File: config.mk
export PLATFORM = sky130hd
export DESIGN_NAME = ilda_point_frame_decoder
export DESIGN_NICKNAME = d
export VERILOG_FILES = /design/src/rtl/idfd_pkg.sv /design/src/rtl/idfd_front.sv /design/src/rtl/idfd_queue.sv /design/src/rtl/idfd_back.sv /design/src/rtl/ilda_point_frame_decoder.sv
export SDC_FILE = /design/constraint.sdc
export NUM_CORES = 2
export LEC_CHECK = 0
export BUFFER_PORTS_ARGS = -buffer_cell sky130_fd_sc_hd__buf_2
export CAP_MARGIN = 20
export CELL_PAD_IN_SITES_DETAIL_PLACEMENT = 1
export CELL_PAD_IN_SITES_GLOBAL_PLACEMENT = 1
export CORE_AREA = 2 2 412 414
export CTS_BUF_LIST = sky130_fd_sc_hd__clkbuf_8 sky130_fd_sc_hd__clkbuf_16
export CTS_CLUSTER_DIAMETER = 60
export CTS_CLUSTER_SIZE = 24
export DETAILED_ROUTE_END_ITERATION = 8
export DIE_AREA = 0 0 414 416
export GPL_ROUTABILITY_DRIVEN = 0
export HOLD_SLACK_MARGIN = 0.15
export PLACE_DENSITY_LB_ADDON = 0.25
export SETUP_SLACK_MARGIN = 0.05
export SLEW_MARGIN = 20
export SYNTH_ARGS = -nofsm -noshare
export SYNTH_HDL_FRONTEND = slang
export SYNTH_SLANG_ARGS = --single-unit
File: constraint.sdc
create_clock -name clk -period 23.4 [get_ports clk]
set_clock_uncertainty 0.05 [all_clocks]
set_input_delay 3.51 -clock clk [delete_from_list [all_inputs] [get_ports clk]]
set_output_delay 3.51 -clock clk [all_outputs]
set_load 0.02 [all_outputs]
File: src/rtl/idfd_pkg.sv
// Shared types, codes and the palette table of the laser frame decoder.
package idfd_pkg;

  // Classification made by the front end
  localparam logic [1:0] CLS_POINT    = 2'd0;
  localparam logic [1:0] CLS_HDR_PAL  = 2'd1;
  localparam logic [1:0] CLS_HDR_TRUE = 2'd2;
  localparam logic [1:0] CLS_HDR_BAD  = 2'd3;

  // Result kinds
  localparam logic [1:0] KIND_POINT = 2'd0;
  localparam logic [1:0] KIND_FRAME = 2'd1;
  localparam logic [1:0] KIND_END   = 2'd2;
  localparam logic [1:0] KIND_ERROR = 2'd3;

  // Open frame colour mode
  localparam logic [1:0] FK_NONE    = 2'd0;
  localparam logic [1:0] FK_PALETTE = 2'd1;
  localparam logic [1:0] FK_TRUE    = 2'd2;

  // Format bytes
  localparam logic [7:0] FMT_PAL_3D  = 8'd0;
  localparam logic [7:0] FMT_PAL_2D  = 8'd1;
  localparam logic [7:0] FMT_TRUE_3D = 8'd4;
  localparam logic [7:0] FMT_TRUE_2D = 8'd5;

  localparam int         ROM_ENTRIES = 64;
  localparam logic [7:0] BLANK_MASK  = 8'h40;
  localparam logic [17:0] REPEAT_MAX = 18'h3FFFF;

  // Queue between front and back
  localparam int QUEUE_DEPTH = 4;
  localparam int QPTR_W      = $clog2(QUEUE_DEPTH);

  // Config register indexes
  localparam logic REG_POINTS_PER_FRAME = 1'b0;

  typedef struct packed {
    logic [1:0]  cls;
    logic [15:0] point_count;
    logic [15:0] x;
    logic [15:0] y;
    logic [7:0]  status;
    logic [7:0]  color_index;
    logic [7:0]  red;
    logic [7:0]  green;
    logic [7:0]  blue;
  } entry_t;

  typedef struct packed {
    logic [1:0]  kind;
    logic [15:0] x;
    logic [15:0] y;
    logic [15:0] red;
    logic [15:0] green;
    logic [15:0] blue;
    logic [15:0] intensity;
    logic [17:0] repeat_count;
    logic        frame_last;
  } result_t;

  // Palette: {red, green, blue}
  localparam logic [23:0] PALETTE_ROM [ROM_ENTRIES] = '{
    24'hFF0000, 24'hFF1000, 24'hFF2000, 24'hFF3000,
    24'hFF4000, 24'hFF5000, 24'hFF6000, 24'hFF7000,
    24'hFF8000, 24'hFF9000, 24'hFFA000, 24'hFFB000,
    24'hFFC000, 24'hFFD000, 24'hFFE000, 24'hFFF000,
    24'hFFFF00, 24'hE0FF00, 24'hC0FF00, 24'hA0FF00,
    24'h80FF00, 24'h60FF00, 24'h40FF00, 24'h20FF00,
    24'h00FF00, 24'h00FF20, 24'h00FF40, 24'h00FF60,
    24'h00FF80, 24'h00FFA0, 24'h00FFC0, 24'h00FFE0,
    24'h0082FF, 24'h0072FF, 24'h0068FF, 24'h0A60FF,
    24'h0052FF, 24'h004AFF, 24'h0040FF, 24'h0020FF,
    24'h0000FF, 24'h2000FF, 24'h4000FF, 24'h6000FF,
    24'h8000FF, 24'hA000FF, 24'hC000FF, 24'hE000FF,
    24'hFF00FF, 24'hFF20FF, 24'hFF40FF, 24'hFF60FF,
    24'hFF80FF, 24'hFFA0FF, 24'hFFC0FF, 24'hFFE0FF,
    24'hFFFFFF, 24'hFFE0E0, 24'hFFC0C0, 24'hFFA0A0,
    24'hFF8080, 24'hFF6060, 24'hFF4040, 24'hFF2020
  };

endpackage

File: src/rtl/idfd_front.sv
// Front end: accepts input beats, classifies them and writes the queue.
module idfd_front (
  input  logic                in_valid,
  output logic                in_ready,
  input  logic                command,
  input  logic [7:0]          format_code,
  input  logic [15:0]         point_count,
  input  logic [15:0]         x_in,
  input  logic [15:0]         y_in,
  input  logic [7:0]          status,
  input  logic [7:0]          color_index,
  input  logic [7:0]          red_in,
  input  logic [7:0]          green_in,
  input  logic [7:0]          blue_in,
  input  logic                q_full,
  output logic                q_write,
  output idfd_pkg::entry_t    q_entry
);
  import idfd_pkg::*;

  logic [1:0] cls;

  always_comb begin
    if (command) begin
      cls = CLS_POINT;
    end else if (format_code == FMT_PAL_3D || format_code == FMT_PAL_2D) begin
      cls = CLS_HDR_PAL;
    end else if (format_code == FMT_TRUE_3D || format_code == FMT_TRUE_2D) begin
      cls = CLS_HDR_TRUE;
    end else begin
      cls = CLS_HDR_BAD;
    end
  end

  assign in_ready = !q_full;
  assign q_write  = in_valid && !q_full;

  always_comb begin
    q_entry.cls         = cls;
    q_entry.point_count = point_count;
    q_entry.x           = x_in;
    q_entry.y           = y_in;
    q_entry.status      = status;
    q_entry.color_index = color_index;
    q_entry.red         = red_in;
    q_entry.green       = green_in;
    q_entry.blue        = blue_in;
  end

endmodule

File: src/rtl/idfd_queue.sv
// Short FIFO between the front end and the back end.
module idfd_queue (
  input  logic             clk,
  input  logic             rst,
  input  logic             wr,
  input  idfd_pkg::entry_t wr_entry,
  input  logic             pop,
  output idfd_pkg::entry_t rd_entry,
  output logic             rd_valid,
  output logic             full
);
  import idfd_pkg::*;

  entry_t            slots [QUEUE_DEPTH];
  logic [QPTR_W-1:0] wr_ptr;
  logic [QPTR_W-1:0] rd_ptr;
  logic [QPTR_W:0]   fill;

  assign rd_valid = fill != '0;
  assign full     = fill == (QPTR_W+1)'(QUEUE_DEPTH);
  assign rd_entry = slots[rd_ptr];

  always_ff @(posedge clk) begin
    if (rst) begin
      wr_ptr <= '0;
      rd_ptr <= '0;
      fill   <= '0;
    end else begin
      if (wr) wr_ptr <= wr_ptr + 1'b1;
      if (pop) rd_ptr <= rd_ptr + 1'b1;
      if (wr && !pop) begin
        fill <= fill + 1'b1;
      end else if (pop && !wr) begin
        fill <= fill - 1'b1;
      end
    end
  end

  always_ff @(posedge clk) begin
    if (wr) slots[wr_ptr] <= wr_entry;
  end

endmodule

File: src/rtl/idfd_back.sv
// Back end: frame state, point decode, repeat count divider and result register.
module idfd_back #(
  parameter int PALETTE_ENTRIES = 64
) (
  input  logic              clk,
  input  logic              rst,
  input  idfd_pkg::entry_t  q_entry,
  input  logic              q_valid,
  output logic              q_pop,
  input  logic [16:0]       points_per_frame,
  output idfd_pkg::result_t res,
  output logic              res_valid,
  input  logic              res_ready
);
  import idfd_pkg::*;

  localparam logic [1:0] ST_RUN = 2'd0;
  localparam logic [1:0] ST_DIV = 2'd1;
  localparam logic [1:0] ST_MUL = 2'd2;
  localparam logic [1:0] ST_FIN = 2'd3;

  localparam int LAST_ENTRY =
    ((PALETTE_ENTRIES < ROM_ENTRIES) ? PALETTE_ENTRIES : ROM_ENTRIES) - 1;
  localparam logic [15:0] LAST_IDX = 16'(LAST_ENTRY);

  localparam logic signed [35:0] OFS_MAX = 36'sd2147483647;
  localparam logic signed [35:0] OFS_MIN = -36'sd2147483648;

  logic [1:0]         state;
  logic [15:0]        points_remaining;
  logic [1:0]         frame_kind;
  logic signed [31:0] rate_offset;

  logic [31:0] dvd;
  logic [15:0] rem;
  logic [15:0] divisor;
  logic [4:0]  bit_cnt;
  logic [1:0]  hdr_kind;
  logic [17:0] rep;
  logic [33:0] prod;

  logic               out_free;
  logic               hdr_ok;
  logic [1:0]         new_kind;
  logic signed [34:0] num;
  logic               num_small;
  logic [16:0]        rem_sh;
  logic [16:0]        rem_sub;
  logic               ge;
  logic [17:0]        q_sat;
  logic signed [35:0] nf_wide;
  logic [31:0]        nf_sat;

  logic        blank;
  logic [15:0] pal_word;
  logic [5:0]  rom_idx;
  logic [23:0] rom_rgb;
  logic [7:0]  r8, g8, b8, m8;
  logic        point_ok;
  result_t     run_res;
  result_t     hdr_res;

  assign out_free = !res_valid || res_ready;
  assign q_pop    = (state == ST_RUN) && q_valid && out_free;

  assign hdr_ok   = q_entry.cls == CLS_HDR_PAL || q_entry.cls == CLS_HDR_TRUE;
  assign new_kind = (q_entry.cls == CLS_HDR_PAL) ? FK_PALETTE : FK_TRUE;

  // numerator of the rounded repeat count: P - F + n/2
  assign num = $signed({18'b0, points_per_frame})
             - $signed({{3{rate_offset[31]}}, rate_offset})
             + $signed({20'b0, q_entry.point_count[15:1]});
  assign num_small = num < $signed({19'b0, q_entry.point_count});

  // restoring divider, one quotient bit per cycle; quotient shifts into dvd
  assign rem_sh  = {rem, dvd[31]};
  assign ge      = rem_sh >= {1'b0, divisor};
  assign rem_sub = rem_sh - {1'b0, divisor};
  assign q_sat   = (dvd[31:18] != '0) ? REPEAT_MAX : dvd[17:0];

  assign nf_wide = $signed({{4{rate_offset[31]}}, rate_offset})
                 + $signed({2'b0, prod})
                 - $signed({19'b0, points_per_frame});

  always_comb begin
    if (nf_wide > OFS_MAX) begin
      nf_sat = OFS_MAX[31:0];
    end else if (nf_wide < OFS_MIN) begin
      nf_sat = OFS_MIN[31:0];
    end else begin
      nf_sat = nf_wide[31:0];
    end
  end

  // point colour
  assign blank    = (q_entry.status & BLANK_MASK) != '0;
  assign pal_word = {q_entry.status, q_entry.color_index};
  assign rom_idx  = (pal_word > LAST_IDX) ? LAST_IDX[5:0] : pal_word[5:0];
  assign rom_rgb  = PALETTE_ROM[rom_idx];
  assign point_ok = frame_kind != FK_NONE && points_remaining != '0;

  always_comb begin
    if (blank) begin
      r8 = '0;
      g8 = '0;
      b8 = '0;
    end else if (frame_kind == FK_PALETTE) begin
      r8 = rom_rgb[23:16];
      g8 = rom_rgb[15:8];
      b8 = rom_rgb[7:0];
    end else begin
      r8 = q_entry.red;
      g8 = q_entry.green;
      b8 = q_entry.blue;
    end
    m8 = r8;
    if (g8 > m8) m8 = g8;
    if (b8 > m8) m8 = b8;
  end

  always_comb begin
    run_res = '0;
    unique case (q_entry.cls)
      CLS_POINT: begin
        if (point_ok) begin
          run_res.kind       = KIND_POINT;
          run_res.x          = q_entry.x;
          run_res.y          = q_entry.y;
          run_res.red        = {r8, 8'h00};
          run_res.green      = {g8, 8'h00};
          run_res.blue       = {b8, 8'h00};
          run_res.intensity  = {m8, 8'h00};
          run_res.frame_last = points_remaining == 16'd1;
        end else begin
          run_res.kind = KIND_ERROR;
        end
      end
      CLS_HDR_BAD: run_res.kind = KIND_ERROR;
      CLS_HDR_PAL, CLS_HDR_TRUE: begin
        if (q_entry.point_count == '0) begin
          run_res.kind = KIND_END;
        end else begin
          run_res.kind         = KIND_FRAME;
          run_res.repeat_count = 18'd1;
        end
      end
    endcase
  end

  always_comb begin
    hdr_res              = '0;
    hdr_res.kind         = KIND_FRAME;
    hdr_res.repeat_count = rep;
  end

  // control
  always_ff @(posedge clk) begin
    if (rst) begin
      state            <= ST_RUN;
      res_valid        <= 1'b0;
      points_remaining <= '0;
      frame_kind       <= FK_NONE;
      rate_offset      <= '0;
    end else begin
      if (res_valid && res_ready) res_valid <= 1'b0;
      unique case (state)
        ST_RUN: begin
          if (q_pop) begin
            if (q_entry.cls == CLS_POINT) begin
              res_valid <= 1'b1;
              if (point_ok) begin
                points_remaining <= points_remaining - 1'b1;
                if (points_remaining == 16'd1) frame_kind <= FK_NONE;
              end
            end else if (!hdr_ok || q_entry.point_count == '0) begin
              res_valid        <= 1'b1;
              points_remaining <= '0;
              frame_kind       <= FK_NONE;
            end else if (points_per_frame == '0) begin
              res_valid        <= 1'b1;
              points_remaining <= q_entry.point_count;
              frame_kind       <= new_kind;
            end else begin
              points_remaining <= '0;
              frame_kind       <= FK_NONE;
              state            <= num_small ? ST_MUL : ST_DIV;
            end
          end
        end
        ST_DIV: begin
          if (bit_cnt == '0) state <= ST_MUL;
        end
        ST_MUL: state <= ST_FIN;
        ST_FIN: begin
          if (out_free) begin
            res_valid        <= 1'b1;
            rate_offset      <= nf_sat;
            points_remaining <= divisor;
            frame_kind       <= hdr_kind;
            state            <= ST_RUN;
          end
        end
        default: state <= ST_RUN;
      endcase
    end
  end

  // datapath
  always_ff @(posedge clk) begin
    unique case (state)
      ST_RUN: begin
        if (q_pop) begin
          res      <= run_res;
          divisor  <= q_entry.point_count;
          hdr_kind <= new_kind;
          rem      <= '0;
          bit_cnt  <= 5'd31;
          // a numerator below n gives a count of one
          dvd      <= num_small ? 32'd1 : num[31:0];
        end
      end
      ST_DIV: begin
        rem     <= ge ? rem_sub[15:0] : rem_sh[15:0];
        dvd     <= {dvd[30:0], ge};
        bit_cnt <= bit_cnt - 1'b1;
      end
      ST_MUL: begin
        rep  <= q_sat;
        prod <= q_sat * divisor;
      end
      ST_FIN: begin
        if (out_free) res <= hdr_res;
      end
      default: ;
    endcase
  end

endmodule

File: src/rtl/ilda_point_frame_decoder.sv
// Top level of the laser frame record decoder: config register and block wiring.
//
// Input channel (in_valid/in_ready): one pre-split record per beat, either a
// frame header (command 0) or a point record (command 1). Output channel
// (out_valid/out_ready): exactly one result beat per input beat, in order.
// Config: APB-style write of points_per_frame at address 0; write only
// while the block is idle.
// A point beat passes through the queue and the result register; point
// beats stream at one per cycle while out_ready stays high. A header with
// a non-zero count and a non-zero points_per_frame runs the repeat count
// through a one-bit-per-cycle divider and a multiplier (the divider is
// skipped when the rounded numerator is below the count), during which the
// back end takes nothing from its 4-entry queue while the front end keeps
// filling it. Other headers take the same path as a point.
// Reset (rst, synchronous) empties the queue, closes any open frame, clears
// the rate offset and sets points_per_frame to zero.
// When out_ready is low the result register holds; the queue fills and then
// in_ready drops until the receiver takes the waiting beat.
module ilda_point_frame_decoder #(
  parameter int PALETTE_ENTRIES = 64
) (
  input  logic        clk,
  input  logic        rst,
  input  logic        psel,
  input  logic        penable,
  input  logic        pwrite,
  input  logic [2:0]  paddr,
  input  logic [31:0] pwdata,
  output logic [31:0] prdata,
  output logic        pready,
  input  logic        in_valid,
  output logic        in_ready,
  input  logic        command,
  input  logic [7:0]  format_code,
  input  logic [15:0] point_count,
  input  logic [15:0] x_in,
  input  logic [15:0] y_in,
  input  logic [7:0]  status,
  input  logic [7:0]  color_index,
  input  logic [7:0]  red_in,
  input  logic [7:0]  green_in,
  input  logic [7:0]  blue_in,
  output logic        out_valid,
  input  logic        out_ready,
  output logic [1:0]  kind,
  output logic [15:0] x_out,
  output logic [15:0] y_out,
  output logic [15:0] red_out,
  output logic [15:0] green_out,
  output logic [15:0] blue_out,
  output logic [15:0] intensity,
  output logic [17:0] repeat_count,
  output logic        frame_last
);
  import idfd_pkg::*;

  logic [16:0] points_per_frame;
  logic        cfg_write;
  logic        reg_sel;

  entry_t  fe_entry;
  entry_t  q_entry;
  logic    q_write;
  logic    q_full;
  logic    q_valid;
  logic    q_pop;
  result_t res;

  assign pready    = 1'b1;
  assign reg_sel   = paddr[2];
  assign cfg_write = psel && penable && pwrite;

  always_ff @(posedge clk) begin
    if (rst) begin
      points_per_frame <= '0;
    end else if (cfg_write && reg_sel == REG_POINTS_PER_FRAME) begin
      points_per_frame <= pwdata[16:0];
    end
  end

  assign prdata = (reg_sel == REG_POINTS_PER_FRAME) ? {15'b0, points_per_frame} : '0;

  idfd_front u_front (
    .in_valid    (in_valid),
    .in_ready    (in_ready),
    .command     (command),
    .format_code (format_code),
    .point_count (point_count),
    .x_in        (x_in),
    .y_in        (y_in),
    .status      (status),
    .color_index (color_index),
    .red_in      (red_in),
    .green_in    (green_in),
    .blue_in     (blue_in),
    .q_full      (q_full),
    .q_write     (q_write),
    .q_entry     (fe_entry)
  );

  idfd_queue u_queue (
    .clk      (clk),
    .rst      (rst),
    .wr       (q_write),
    .wr_entry (fe_entry),
    .pop      (q_pop),
    .rd_entry (q_entry),
    .rd_valid (q_valid),
    .full     (q_full)
  );

  idfd_back #(
    .PALETTE_ENTRIES (PALETTE_ENTRIES)
  ) u_back (
    .clk              (clk),
    .rst              (rst),
    .q_entry          (q_entry),
    .q_valid          (q_valid),
    .q_pop            (q_pop),
    .points_per_frame (points_per_frame),
    .res              (res),
    .res_valid        (out_valid),
    .res_ready        (out_ready)
  );

  assign kind         = res.kind;
  assign x_out        = res.x;
  assign y_out        = res.y;
  assign red_out      = res.red;
  assign green_out    = res.green;
  assign blue_out     = res.blue;
  assign intensity    = res.intensity;
  assign repeat_count = res.repeat_count;
  assign frame_last   = res.frame_last;

endmodule
==> results.txt <==
- Slew Viols, Final: 0
- Most frequently used flop master after synthesis: edfxtp_1
* Die Y: about 420 um
- Effective utilization at floorplan: 24.8%
* Total of cells resized after clock tree synthesis: 0
* Type of element capturing the critical path: register
- The worst hold path begins at points_per_frame[0].
- Initial antenna violation count: 28
* Final setup violation count: 0
- Layout cell share with drive strength beyond 1: between 10% and 20%
- The floorplan has roughly 150 rows.
- Summed over all layers, the routed wires come to around 120 mm.
* CTS root buffer: clkbuf_16
* Total Negative Setup Slacks: 0 ns
* Hold Vio Cnt, Final: 0
* Pre-Repair DR Iteration Count: 5
- Worst reg2reg setup slack: around 15 ns
- Maximum number of pins on one net before global-route repair: 80
* IO Pins: ~290
- Commonest cells post-synth: edfxtp_1, inv_1, nand2_1
* Share of flip-flops with an asynchronous set or reset after synthesis: 0%
- Post-route DRC: 0
* Unrepaired setup endpoints after global routing: no
* Hold_buf cts: 0
- WL per Instance: 20.1 um
- In this run the number of H-tree levels came out at 3.
* Clock latency reported for the late side of the worst-skew pair: a little under 0.7 ns
- The via count of the first global-routing pass came to between 30000 and 40000.
* Die area: ~170000 sq um
- Area of the mapped netlist: about 42000 sq um
- Post-route minimum period: between 8 and 9 ns
- TritonCTS sink count: 647
* Core Region: roughly 170000 sq um
* Ratio of final minimum period to clock period: between 30% and 40%
- Number of different library cells in the post-synthesis netlist: between 80 and 90
* Part of the Yosys area used for sequential elements: around 45%
- HPWL after detailed placement: about 90 mm
- STA classifies the critical path startpoint as a register.
- Global routing finished with a remaining overflow of 0.
- Path class of the lowest-slack min-delay path: register to register
* Worst reg2reg startpoint: u_back.dvd[31]
- Summing over every cut layer, the via total after detailed routing is about 28000.
- Post-synthesis cell count: between 3000 and 4000
- The first routing iteration left 1188 violations.
- First-pass GRT wire length: between 150 and 200 mm
- Based on the critical path, the design can be clocked at up to about 120 MHz.
- Total GRT Usage: between 10% and 20%
- TritonCTS built the clock tree.
- Highest fanout seen on the critical path: 18
* Floorplan die width: slightly above 400 um
- The net count of the finished layout is between 4000 and 5000.
- Outcome: finished clean
* Via count normalized by instance count: around 4.6
- Ranking of synthesized cells by area: edfxtp_1, fa_1, ha_1
* Routed Antenna Nets: 0
- In this run the post-CTS setup repair buffer count came out at 0.
- Of all cell types, the one taking the most synthesized area is edfxtp_1.
* Max-Slew Margin vs Limit: between 20% and 30%
* Number of max-cap violations: 0
- Transition time at the pin with the least slew margin: between 1 and 1.5 ns
- Area growth from synthesis to layout: 14.8%
- Fraction of synthesized cell area taken by the top area cell type: between 40% and 50%
* Number of CTS-inserted buffers: 75
- Synthesis inferred approximately 650 register bits.
- Clock-pin slew was measured on the worst setup and hold paths at about 0.050 ns.
* Yosys Warn Count: 0
* Count of port buffers added during placement: 224
- The clock passes through at most 3 buffers.
* Number of synthesized flops with an enable pin: around 570
- Number of inserted filler cells in the final layout: 18800
- STA puts the critical path data arrival time at just under 9 ns.
- The most critical setup path has its startpoint at u_back.dvd[31].
- Syn_area_per_cell: roughly 11 sq um
* Most common cell in the synthesized netlist: edfxtp_1
- Data on the critical path is required at its endpoint by ~24 ns.
- Setup Crit Path Kind: register to register
-- registers in the layout, summed over array words and instances (netlist names), named ones only --
register	flops
points_per_frame	17
u_back.bit_cnt	5
u_back.divisor	16
u_back.dvd	32
u_back.frame_kind	2
u_back.hdr_kind	2
u_back.points_remaining	16
u_back.prod	34
u_back.rate_offset	32
u_back.rem	16
u_back.rep	18
u_back.res	85
u_back.res_valid	1
u_back.state	2
u_queue.fill	3
u_queue.rd_ptr	2
u_queue.slots	360
u_queue.wr_ptr	2
-- critical path, cell delays in order (launching register included) --
cell       delay, ns
edfxtp_1        0.55
nor4_1          0.40
nand4_1         0.14
buf_4           0.23
nor2_1          0.11
buf_4           0.22
clkinv_1        0.38
nand2_1         0.23
fa_1            0.47
fa_1            0.55
inv_1           0.05
fa_1            0.53
fa_1            0.54
fa_1            0.55
inv_1           0.06
fa_1            0.54
inv_1           0.05
ha_1            0.37
a21oi_1         0.18
o21ai_0         0.10
a21oi_1         0.37
a221oi_1        0.23
o41ai_1         0.54
o2111ai_1       0.27
nand2_1         0.15
o2111a_1        0.20
o21bai_1        0.07
xnor2_1         0.13
-- cell usage in the layout (no fill, tap or decap), drive strengths merged, types with 93 or more instances in the layout --
cell type / instances
edfxtp: 568
inv: 527
nand2: 319
nor2: 274
buf: 266
ha: 258
fa: 244
o21ai: 147
a21oi: 140
and2: 111
xnor2: 93
-- per-stage QoR --
| stage | std cells | hold WS (ns) | worst slack (ns) | util [%] | area, sq um |
|---|---|---|---|---|---|
| after detailed placement | 6050 | 0.447 | 14.65 | 26.9 | 45300 |
| after global placement | 6050 | 0.440 | 14.70 | 26.9 | 45300 |
| after CTS | 6185 | 0.454 | 14.67 | 28.5 | 47800 |
| after floorplan | 3748 | 0.416 | 13.71 | - | 41800 |
| after global routing | 6186 | 0.498 | 14.32 | 28.5 | 47800 |
| final | 6187 | 0.451 | 14.87 | 28.5 | 47900 |
-- path summary, 6_finish.rpt --
path,to,cells after the start
min,points_per_frame[0],2
max reg2reg,u_back.prod[33],27
max,u_back.prod[33],27
min reg2reg,points_per_frame[0],2
-- final cells by class --
type	count	area (sq um)	area share [%]
Clock buffer	76	1900	3.97
Timing Repair Buffer	266	1440	3.00
Inverter	519	1950	4.07
Tap cell	2218	2780	5.80
Sequential cell	647	18600	39.0
Clock inverter	59	657	1.37
Multi-Input combinational cell	2400	20500	42.8
Antenna cell	2	5.00	0.0105
-- per-layer routing --
metal | GRT usage [%] | up-vias | part of all wire [%]
met5 | 0 | - | 0.20
met4 | 3.84 | 42 | 2.1
met3 | 3.13 | 180 | 4.7
met2 | 25.3 | 382 | 49
met1 | 17.8 | 14400 | 44
li1 | - | 13200 | -
-- cells by family after synthesis --
kind of cell	count (synthesis)	share of synthesized area [%]
xor gates and xnor gates	144	3.03
adders and majority gates	502	19.5
DFF	647	44.7
buffers and inverters	701	6.76
and+or+nand+nor	990	11.3
AOI/OAI and AO/OA	601	9.52
other	2	0.0180
muxes	115	5.21
Power is left out: the tool's default activity adds up to more than one toggle a clock period on the data nets, which glitch-free logic cannot reach.
